**src/hdl/m2ds_ram.sv**
```systemverilog
`timescale 1ns / 1ps

module m2ds_ram #(
  parameter int WIDTH = 8,
  parameter int DEPTH = 16
) (
  input  logic                     clk,
  input  logic                     wr_en,
  input  logic [$clog2(DEPTH)-1:0] wr_addr,
  input  logic [WIDTH-1:0]         wr_data,
  input  logic                     rd_en,
  input  logic [$clog2(DEPTH)-1:0] rd_addr,
  output logic [WIDTH-1:0]         rd_data
);

  logic [WIDTH-1:0] mem [DEPTH];

  // Single write port, registered read port that holds while not enabled.
  always_ff @(posedge clk) begin
    if (wr_en) begin
      mem[wr_addr] <= wr_data;
    end
    if (rd_en) begin
      rd_data <= mem[rd_addr];
    end
  end

endmodule

```
**config.mk**
```make
export PLATFORM = sky130hd
export DESIGN_NAME = m2ds_ram
export DESIGN_NICKNAME = d
export VERILOG_FILES = /design/src/hdl/m2ds_ram.sv
export SDC_FILE = /design/constraint.sdc
export NUM_CORES = 1
export LEC_CHECK = 0
export ABC_AREA = 1
export BUFFER_PORTS_ARGS = -buffer_cell sky130_fd_sc_hd__buf_2
export CAP_MARGIN = 30
export CORE_MARGIN = 3
export CORE_UTILIZATION = 53
export CTS_CLUSTER_DIAMETER = 120
export DETAILED_ROUTE_END_ITERATION = 12
export HOLD_SLACK_MARGIN = 0.03
export PLACE_DENSITY = 0.72
export SLEW_MARGIN = 20
export SYNTH_ARGS = -nofsm -noshare
export SYNTH_HDL_FRONTEND = slang
export SYNTH_SLANG_ARGS = --single-unit
```
**constraint.sdc**
```tcl
create_clock -name clk -period 1.2 [get_ports clk]
set_clock_uncertainty 0.05 [all_clocks]
set_input_delay 0.06 -clock clk [delete_from_list [all_inputs] [get_ports clk]]
set_output_delay 0.06 -clock clk [all_outputs]
set_load 0.005 [all_outputs]
```
==> key figures, run 1 <==
Status
  – Status: completed

STA
  – Worst slew pin tran: 0.612 ns
  – Part of the cycle the worst path needs: 98.5%
  – RSZ-0062 raised after global routing: yes
  – Setup ws final: 0.0183 ns
  – Slew headroom: 59.2%
  – Setup TNS: 0 ns
  – Hold Fails Final Rpt: 0
  – Final slew viol count: 0
  – Max Fclk: 846 MHz
  – Crit path time final: 1.18 ns
  – Final setup vio count: 0

Global routing
  – Overall routing resource usage: 22.9%
  – Vias in the first global route: 3831
  – Largest net degree at the start of global routing: 45
  – Initial antenna violation count: 0
  – First-pass GRT wire length: 21300 um
  – GRT overflow: 0

Critical path
  – R2r setup slk: 0.04 ns
  – Worst r2r src: mem[13][6]
  – Worst path top cell family by delay: flip-flops
  – Worst R2R End: rd_data[6]
  – Crit-path cells: buf_2
  – WP data required: 1.09 ns
  – Slowest Stage Delay on Critical Path: 0.39 ns
  – Worst endpoint data arrival time: 1.07 ns
  – Timing startpoint of the critical path: rd_data[5]
  – CP max-delay cell: edfxtp_1
  – R2r worst-path depth: 6
  – CP startpoint kind: flip-flop
  – Worst setup EP type: primary output
  – Critical path class: reg -> out
  – Buffers plus inverters on the worst setup path: 1
  – Worst-path maximum fanout: 1

Worst hold path
  – Hold Path Class: in -> reg
  – HP Start: rd_addr[2]
  – Hold-critical path endpoint: rd_data[7]
  – Hold Path Stages: 5

Clock tree
  – Reg clk slew, reported paths: 0.06 ns
  – Root buffer cell: clkbuf_8
  – Setup Fix Bufs, Post-CTS: 0
  – CTS tree: built
  – Longest Clk Path Bufs: 2
  – Worst skew pair latency: 0.52 ns
  – CTS H-tree lvls: 4
  – Clock Sink Count: 136
  – Num CTS Buffers: 17

Power and ir drop
  – PwrDens: 1650 mW/mm2
  – Leakage Power: 3.08 nW
  – Worst VDD drop: 1.00 mV

Floorplan
  – Die Wd: 111 um
  – Initial core utilization: 55.6%
  – Number of cell rows: 37
  – Ports: 27
  – Core Area: 0.0105 mm2
  – Die height: 111 um
  – Die area: 0.0123 mm2

Route
  – Remaining DRCs: 0
  – ANT nets after route: 0
  – Via count: 4031
  – DR WL/cell: 17.8 um
  – DRT iter0 DRCs: 481
  – First-pass DRT Iterations: 5
  – Vias/cell: 5.34
  – WL final: 13400 um

Logic synthesis
  – Synth Register Bits: 136
  – Post-Syn Nets: 570
  – Cell Area, Synth: 0.00585 mm2
  – Yosys top cell by area: edfxtp_1
  – Seq/Total Area, Yosys: 69.8%
  – Synth Area in Compound Gates: 0%
  – Synth cell types: 11
  – Syn Inst Count: 551
  – Synth Area in Adders: 0%
  – Area contributors post-synth: edfxtp_1 70%, nand2_1 11%, nand3_1 8.3%, inv_1 6.4%, buf_6 1.2%
  – Synth Warn #: 0
  – Mux contribution to synthesized area: 0%
  – XOR/XNOR Fraction of Synth Area: 0%
  – Largest family of logic cells by synthesized area: simple AND/OR/NAND/NOR gates
  – Synth Area per Inst: 10.6 um2
  – Simple-gate share of the synthesized area: 20.8%
  – Post-synth top area share: 69.8%

Cells and area
  – Area Overhead vs Synth: 21.7%
  – Final layout net count: 625
  – Layout cells sized above 1: 17.9%
  – Diodes inserted: 0

Place
  – IO Port Bufs: 26
  – Setup WS pre-CTS: -0.153 ns
  – Placer congestion estimate: 0.798
  – Hpwl dp: 8190 um

Job
  – Max_cap viols: 0
Yosys cell counts:
| cell | instances |
|---|---|
| nand2_1 | 173 |
| edfxtp_1 | 136 |
| inv_1 | 100 |
| nand3_1 | 97 |
| nor2_1 | 17 |
| buf_2 | 13 |
| buf_6 | 6 |
| buf_4 | 4 |
| inv_2 | 2 |
| nand3b_1 | 2 |
| buf_1 | 1 |
stage by stage:
stage	util, %	cell area (um2)	power, mW	hold WS [ns]	std cells
floorplan	-	5850	5.85	0.109	551
global route	67.7	7120	12.1	0.0897	755
finish	67.7	7120	11.8	0.0681	755
CTS	66.5	6990	11.8	0.0398	755
detailed placement	59.3	6240	6.15	0.385	713
global placement	59.3	6240	6.13	0.392	713
worst register-to-register path: stages (launching register included):
cell	delay [ns]
edfxtp_1	0.37
inv_1	0.06
nand2_1	0.05
nand3_1	0.08
nand3_1	0.11
nand3_2	0.10
nand2_1	0.08
cell families (layout without fill, tap and decap cells):
group         count (synthesis)  count (layout)
buf+inv                     126             194
flops                       136             136
simple gates                289             289
power breakdown:
part / switching (mW) / internal [mW]
Combinational: 0.497 / 0.250
Sequential: 0.0272 / 5.35
Clock: 1.87 / 3.77
Total: 2.39 / 9.37
final cells by class:
class	count	area [um2]
repair buffers	60	485
well taps	136	170
flip-flops and latches	136	4080
clock inverters	14	229
fillers	742	3390
inverters	102	383
clock buffers	18	418
multi-input cells	289	1350
flip-flops by register name (all words and copies together), names as in the netlist:
register,flops
mem,128
rd_data,8
placed cells by master, fill, tap and decap left out:
cell type	count
bufinv_16	6
clkinv_1	2
clkbuf_16	16
nand2_1	168
nand3_2	24
clkinvlp_4	3
clkinv_4	1
clkbuf_1	1
clkbuf_8	1
nand3b_1	2
nand3_1	73
inv_1	99
inv_2	3
clkinv_2	2
dlygate4sd3_1	10
nor2_1	17
buf_4	18
nand2_2	5
edfxtp_1	136
buf_2	26
buf_12	6
worst max path at each step:
stage / to / slack, ns / cells after the start
after floorplan: mem[10][0] / 0.14 / 2
after global placement: rd_data[2] / -0.09 / 8
after detailed placement: rd_data[1] / -0.15 / 6
after CTS: rd_data[6] / 0.0008 / 6
after global routing: rd_data[6] / -0.05 / 6
final: rd_data[5] / 0.02 / 1
metal layers:
layer | share of wire [%] | GRT usage (%) | wire [um]
met2 | 47 | 34.3 | 6330
met4 | 2.7 | 9.49 | 362
met3 | 9.0 | 6.22 | 1210
met5 | 0 | 0 | 0
met1 | 41 | 32.0 | 5550
repair_timing:
item | 4_1_cts | 5_1_grt
endpoints found under the setup margin | 1 | 8
hold endpoints to repair | 142 | 0
resized for setup | 1 | 29
hold buffers | 10 | 0
pin swaps | 0 | 3
(Power assumes the default switching activity.)
==> run 2, diff against run 1 <==
--- a/config.mk
+++ b/config.mk
@@ -13,7 +13,7 @@
 export CTS_CLUSTER_DIAMETER = 120
 export DETAILED_ROUTE_END_ITERATION = 12
 export HOLD_SLACK_MARGIN = 0.03
-export PLACE_DENSITY = 0.72
+export PLACE_DENSITY_LB_ADDON = 0.12
 export SLEW_MARGIN = 20
 export SYNTH_ARGS = -nofsm -noshare
 export SYNTH_HDL_FRONTEND = slang
==> run 2 against run 1 <==
Net effect:
- the run now ends with setup timing left
- non-clock buffer count is 4 higher
- global-route usage is 0.14 points higher
- sequential share of layout area is 0.26 points higher
- critical path depth stayed put
- wire length is 0.62% lower
- largest power group is now registers
==> key figures, run 2 (synthesis results as in run 1) <==
Critical path
  – CP max-delay cell: edfxtp_1
  – Critical path class: reg -> out
  – CP startpoint kind: flip-flop
  – Worst path top cell family by delay: flip-flops
  – Buffers plus inverters on the worst setup path: 1 (unchanged)
  – Crit-path cells: buf_2
  – Worst endpoint data arrival time: 1.10 ns (+0.03 ns)
  – Worst-path maximum fanout: 1 (unchanged)
  – Slowest Stage Delay on Critical Path: 0.42 ns (+0.03 ns)
  – Worst setup EP type: primary output
  – WP data required: 1.09 ns (about the same)

Clock tree
  – Setup Fix Bufs, Post-CTS: 0 (unchanged)
  – CTS H-tree lvls: 4 (unchanged)
  – Clock Sink Count: 136 (unchanged)
  – Longest Clk Path Bufs: 2 (unchanged)
  – Root buffer cell: clkbuf_8
  – Reg clk slew, reported paths: 0.06 ns (about the same)
  – CTS tree: built
  – Worst skew pair latency: 0.53 ns (about the same)
  – Num CTS Buffers: 17 (unchanged)

Floorplan
  – Core Area: 0.0105 mm2 (unchanged)
  – Initial core utilization: 55.6% (unchanged)
  – Number of cell rows: 37 (unchanged)
  – Die Wd: 111 um (unchanged)
  – Die area: 0.0123 mm2 (unchanged)
  – Die height: 111 um (unchanged)
  – Ports: 27 (unchanged)

Power and ir drop
  – Leakage Power: 3.08 nW (about the same)
  – PwrDens: 1580 mW/mm2 (-4.7%)
  – Worst VDD drop: 0.893 mV (-11%)

Status
  – Status: finished with violations
  – Failing checks: setup timing

Route
  – Via count: 3941 (-2.2%)
  – First-pass DRT Iterations: 4 (-1)
  – Vias/cell: 5.19 (-2.7%)
  – DR WL/cell: 17.6 um (-1.1%)
  – ANT nets after route: 0 (unchanged)
  – WL final: 13400 um (-0.62%)
  – DRT iter0 DRCs: 303 (-37%)
  – Remaining DRCs: 0 (unchanged)

Place
  – Placed cells: 717 (+0.56%)
  – Hpwl dp: 8160 um (-0.42%)
  – IO Port Bufs: 26 (unchanged)
  – Setup WS pre-CTS: -0.154 ns (-0.000266 ns)
  – Placer congestion estimate: 0.878 (+10%)

STA
  – Max Fclk: 830 MHz (-1.9%)
  – RSZ-0062 raised after global routing: yes
  – Part of the cycle the worst path needs: 100% (+2.0 points)
  – Hold Fails Final Rpt: 0 (unchanged)
  – Setup ws final: -0.00519 ns (-0.0234 ns)
  – Worst slew pin tran: 0.656 ns (+0.0442 ns)
  – Final slew viol count: 0 (unchanged)
  – Slew headroom: 56.2% (-2.9 points)
  – Crit path time final: 1.21 ns (+0.0234 ns)
  – Final setup vio count: 1 (+1)

Cells and area
  – Largest regs: mem: 128 flops, rd_data: 8 flops
  – Largest Register: mem
  – Fin cells: 759 (+0.53%)
  – Fillers: 777 (+4.7%)
  – Diodes inserted: 0 (unchanged)
  – Area Overhead vs Synth: 21.1%
  – Most frequent cells in the layout: 170 x nand2_1, 136 x edfxtp_1, 100 x inv_1
  – Layout cells sized above 1: 17.8% (-0.12 points)
  – Final layout net count: 629 (+0.64%)
  – Commonest non-fill, non-tap cell in the layout: nand2_1
  – Number of flip-flops in the largest register: 128 (unchanged)

Global routing
  – Largest net degree at the start of global routing: 33 (-27%)
  – Initial antenna violation count: 0 (unchanged)
  – GRT overflow: 0 (unchanged)
  – Vias in the first global route: 3870 (+1.0%)
  – First-pass GRT wire length: 21400 um (+0.39%)
  – Overall routing resource usage: 23.1% (+0.14 points)

Job
  – Max_cap viols: 0 (unchanged)

Worst hold path
  – Hold Path Class: in -> reg
[run 2: changes by cell type in the layout (fill, tap and decap cells not counted)]
| cell | delta |
|---|---|
| inv_1 | +1 |
| buf_12 | +2 |
| clkinv_2 | +4 |
| nand2_1 | +2 |
| nand3_2 | -2 |
| inv_2 | -1 |
| nand3_1 | +2 |
| clkinv_4 | +1 |
| clkinvlp_4 | -1 |
| nand2_2 | -2 |
| clkbuf_1 | -1 |
| buf_4 | +2 |
| bufinv_16 | -3 |
[run 2: where the power goes]
group	internal [mW]	switching, mW	total (mW)
sequential	5.35	0.0273	5.38
combinational	0.265	0.496	0.761
clock	3.13	1.89	5.02
total	8.74	2.41	11.2
[run 2: final cells by class]
| type | count | area, um2 | share of cell area (%) |
|---|---|---|---|
| inverter | 102 | 383 | 5.41 |
| timing repair buffer | 64 | 541 | 7.63 |
| multi-input combinational | 289 | 1330 | 18.8 |
| clock buffer | 17 | 414 | 5.85 |
| sequential | 136 | 4080 | 57.7 |
| tap | 136 | 170 | 2.40 |
| clock inverter | 15 | 160 | 2.26 |
[run 2: final timing paths]
| kind | startpoint | to | slack, ns | cells after the start |
|---|---|---|---|---|
| worst min register to register | mem[10][6] | rd_data[6] | 0.70 | 6 |
| worst max-delay path | rd_data[1] | rd_data[1] | -0.005 | 1 |
| worst min-delay path | rd_addr[2] | rd_data[7] | 0.08 | 5 |
| worst max register to register | mem[0][3] | rd_data[3] | 0.02 | 6 |
[run 2: what timing repair did]
action                                  in CTS  in global routing
hold buffers                                10                  0
endpoints found under the hold margin      144                  0
gates resized for setup                      1                 24
endpoints found under the setup margin       3                 10
cloned                                       0                  0
pin swaps                                    0                  6
[run 2: metal layers]
metal	vias to the layer above	global-route usage, %	share of wire [%]
met2	157	36.5	49
met3	20	5.79	6.5
met5	-	0	0
met1	1862	31.8	42
met4	0	7.38	1.9
li1	1902	-	-
[run 2: metrics by stage]
stage / area, um2 / utilization (%) / power, mW / hold slack, ns / TNS, ns
detailed placement: 6290 / 59.9 / 6.18 / 0.374 / -1.02
global placement: 6290 / 59.9 / 6.17 / 0.374 / -0.838
global route: 7080 / 67.4 / 11.5 / 0.0942 / -0.127
floorplan: 5850 / - / 5.85 / 0.109 / 0
CTS: 6970 / 66.3 / 11.2 / 0.0710 / -0.0463
finish: 7080 / 67.4 / 11.2 / 0.0828 / -0.00519
==> run 3, diff against run 2 <==
--- a/config.mk
+++ b/config.mk
@@ -8,8 +8,11 @@
 export ABC_AREA = 1
 export BUFFER_PORTS_ARGS = -buffer_cell sky130_fd_sc_hd__buf_2
 export CAP_MARGIN = 30
+export CELL_PAD_IN_SITES_DETAIL_PLACEMENT = 0
+export CELL_PAD_IN_SITES_GLOBAL_PLACEMENT = 1
 export CORE_MARGIN = 3
-export CORE_UTILIZATION = 53
+export CORE_UTILIZATION = 51
+export CTS_BUF_LIST = sky130_fd_sc_hd__clkbuf_8
 export CTS_CLUSTER_DIAMETER = 120
 export DETAILED_ROUTE_END_ITERATION = 12
 export HOLD_SLACK_MARGIN = 0.03
==> run 3 against run 2 <==
Net effect:
- the flow now finishes without violations
- combinational power down 2%
- die area up 3.7%
- via count decreased by 1.8%
- worst setup slack better by 0.087 ns
- fmax rose by 7.8%
- global-route usage shrank 0.73 points
- clock power decreased by 34%
- total power down 16%
- sequential power about the same
- sequential share of layout area is 2.0 points higher
- first-iteration DRC count fell by 17%
- register-to-register slack improved by 0.06 ns
- critical endpoint is now rd_data[3]
- largest cell class unchanged
- highest routed layer unchanged
==> key figures, run 3 (synthesis results as in run 1) <==
Status
  – Status: completed

Clock tree
  – Longest Clk Path Bufs: 2 (unchanged)
  – Num CTS Buffers: 17 (unchanged)
  – CTS tree: built
  – CTS H-tree lvls: 4 (unchanged)
  – Clock Sink Count: 136 (unchanged)
  – Root buffer cell: clkbuf_8
  – Worst skew pair latency: 0.43 ns (-0.10 ns)
  – Reg clk slew, reported paths: 0.08 ns (+0.02 ns)
  – Setup Fix Bufs, Post-CTS: 0 (unchanged)

Place
  – Hpwl dp: 8540 um (+4.7%)
  – Placer congestion estimate: 0.807 (-8.1%)
  – IO Port Bufs: 26 (unchanged)

Critical path
  – WP data required: 1.34 ns (+0.25 ns)
  – Critical path class: reg -> reg
  – CP startpoint kind: flip-flop
  – Worst-path maximum fanout: 1 (unchanged)
  – Timing startpoint of the critical path: mem[1][3]
  – Worst setup EP type: flip-flop
  – Worst endpoint data arrival time: 1.26 ns (+0.16 ns)
  – Worst r2r src: mem[1][3]

Global routing
  – Gr busiest metal: met2
  – GR Util met3: 4.17% (-1.6 points)
  – Initial antenna violation count: 0 (unchanged)
  – Overall routing resource usage: 22.4% (-0.73 points)
  – GRT overflow: 0 (unchanged)
  – Met1 usage: 31.5% (-0.22 points)
  – First-pass GRT wire length: 20900 um (-2.3%)
  – Vias in the first global route: 3741 (-3.3%)
  – Largest net degree at the start of global routing: 48 (+45%)
  – Met2 Track Usage GR: 35.2% (-1.3 points)

Floorplan
  – Number of cell rows: 38 (+2.7%)
  – Die area: 0.0128 mm2 (+3.7%)
  – Die Wd: 113 um (+1.8%)
  – Die height: 113 um (+1.8%)
  – Initial core utilization: 53.0% (-2.6 points)
  – Ports: 27 (unchanged)
  – Core Area: 0.0110 mm2 (+5.0%)

STA
  – Slew headroom: 73.4% (+17 points)
  – Final slew viol count: 0 (unchanged)
  – RSZ-0062 raised after global routing: no
  – Min Hold Slack: 0.110 ns (+0.0271 ns)
  – Max Fclk: 894 MHz (+7.8%)
  – Crit path time final: 1.12 ns (-0.0871 ns)
  – Hold Fails Final Rpt: 0 (unchanged)
  – Worst slew pin tran: 0.399 ns (-0.257 ns)
  – Part of the cycle the worst path needs: 93.2% (-7.3 points)
  – Setup TNS: 0 ns (+0.00519 ns)
  – Final setup vio count: 0 (-1)

Route
  – Vias/cell: 5.05 (-2.8%)
  – DR WL/cell: 17.4 um (-1.4%)
  – DRT iter0 DRCs: 250 (-17%)
  – Via count: 3872 (-1.8%)
  – Remaining DRCs: 0 (unchanged)
  – First-pass DRT Iterations: 4 (unchanged)
  – ANT nets after route: 0 (unchanged)
  – WL final: 13300 um (-0.37%)

Cells and area
  – Largest regs: mem: 128 flops, rd_data: 8 flops
  – Number of flip-flops in the largest register: 128 (unchanged)
  – Diodes inserted: 0 (unchanged)
  – Final layout net count: 633 (+0.64%)
  – Largest Register: mem
  – Layout cells sized above 1: 17.9% (+0.046 points)
  – Fillers: 943 (+21%)
  – Area Overhead vs Synth: 17.1%
  – Most frequent cells in the layout: 173 x nand2_1, 136 x edfxtp_1, 100 x inv_1
  – Commonest non-fill, non-tap cell in the layout: nand2_1

Worst hold path
  – Hold Path Class: in -> reg
  – HP Start: rd_addr[3]

Power and ir drop
  – Worst VDD drop: 0.739 mV (-17%)
  – Leakage Power: 2.97 nW (-3.5%)
  – PwrDens: 1380 mW/mm2 (-13%)
  – Tot Pwr: 9.42 mW (-16%)

Job
  – Max_cap viols: 0 (unchanged)
-- run 3: changes by cell type in the layout (fill, tap and decap cells not counted), sizes merged --
cell and delta:
clkinvlp +2, dlygate4sd3 -1, bufinv -2, buf +5
-- run 3: stage by stage --
stage | utilization [%] | cell area [um2] | setup WS, ns | instances
6_report | 62.1 | 6850 | 0.0819 | 767
5_1_grt | 62.1 | 6850 | 0.00587 | 767
4_1_cts | 61.1 | 6740 | 0.0299 | 767
3_5_place_dp | 57.1 | 6300 | -0.159 | 726
3_3_place_gp | 57.1 | 6300 | -0.158 | 726
2_1_floorplan | - | 5850 | 0.139 | 551
-- run 3: worst paths after layout --
path	endpoint	slack, ns	depth (start not counted)
worst max-delay path	rd_data[3]	0.08	6
worst min-delay path	rd_data[1]	0.11	4
worst max register to register	rd_data[3]	0.08	6
worst min register to register	rd_data[1]	0.68	6
-- run 3: layout make-up --
cell class | count | area [um2] | share of cell area (%)
flip-flops and latches | 136 | 4080 | 59.6
multi-input cells | 289 | 1330 | 19.4
clock inverters | 15 | 113 | 1.64
repair buffers | 68 | 531 | 7.75
inverters | 102 | 383 | 5.59
well taps | 140 | 175 | 2.56
clock buffers | 17 | 234 | 3.42
-- run 3: critical path, cell delays in order, from the launching register on --
cell and delay [ns]:
edfxtp_1 0.36, inv_1 0.06, nand2_1 0.04, nand3_1 0.10, nand3_2 0.11, nand3_1 0.09
nand2_1 0.06
-- run 3: per-layer routing --
layer  vias up  part of all wire, %
met5         -                    0
met3        15                  4.8
li1       1907                    -
met4         0                  1.4
met1      1842                   46
met2       108                   48
-- run 3: where the power goes --
| part | total, mW | switching (mW) | internal [mW] | leakage, nW |
|---|---|---|---|---|
| clock | 3.30 | 1.71 | 1.59 | 0.167 |
| combinational | 0.743 | 0.484 | 0.259 | 1.57 |
| sequential | 5.38 | 0.0300 | 5.35 | 1.24 |
| total | 9.42 | 2.22 | 7.20 | 2.97 |
-- run 3: timing repair --
action / 4_1_cts / 5_1_grt
pin swaps: 0 / 2
resized for setup: 1 / 22
endpoints found under the hold margin: 136 / 0
hold buffers: 9 / 0
setup endpoints to repair: 1 / 7
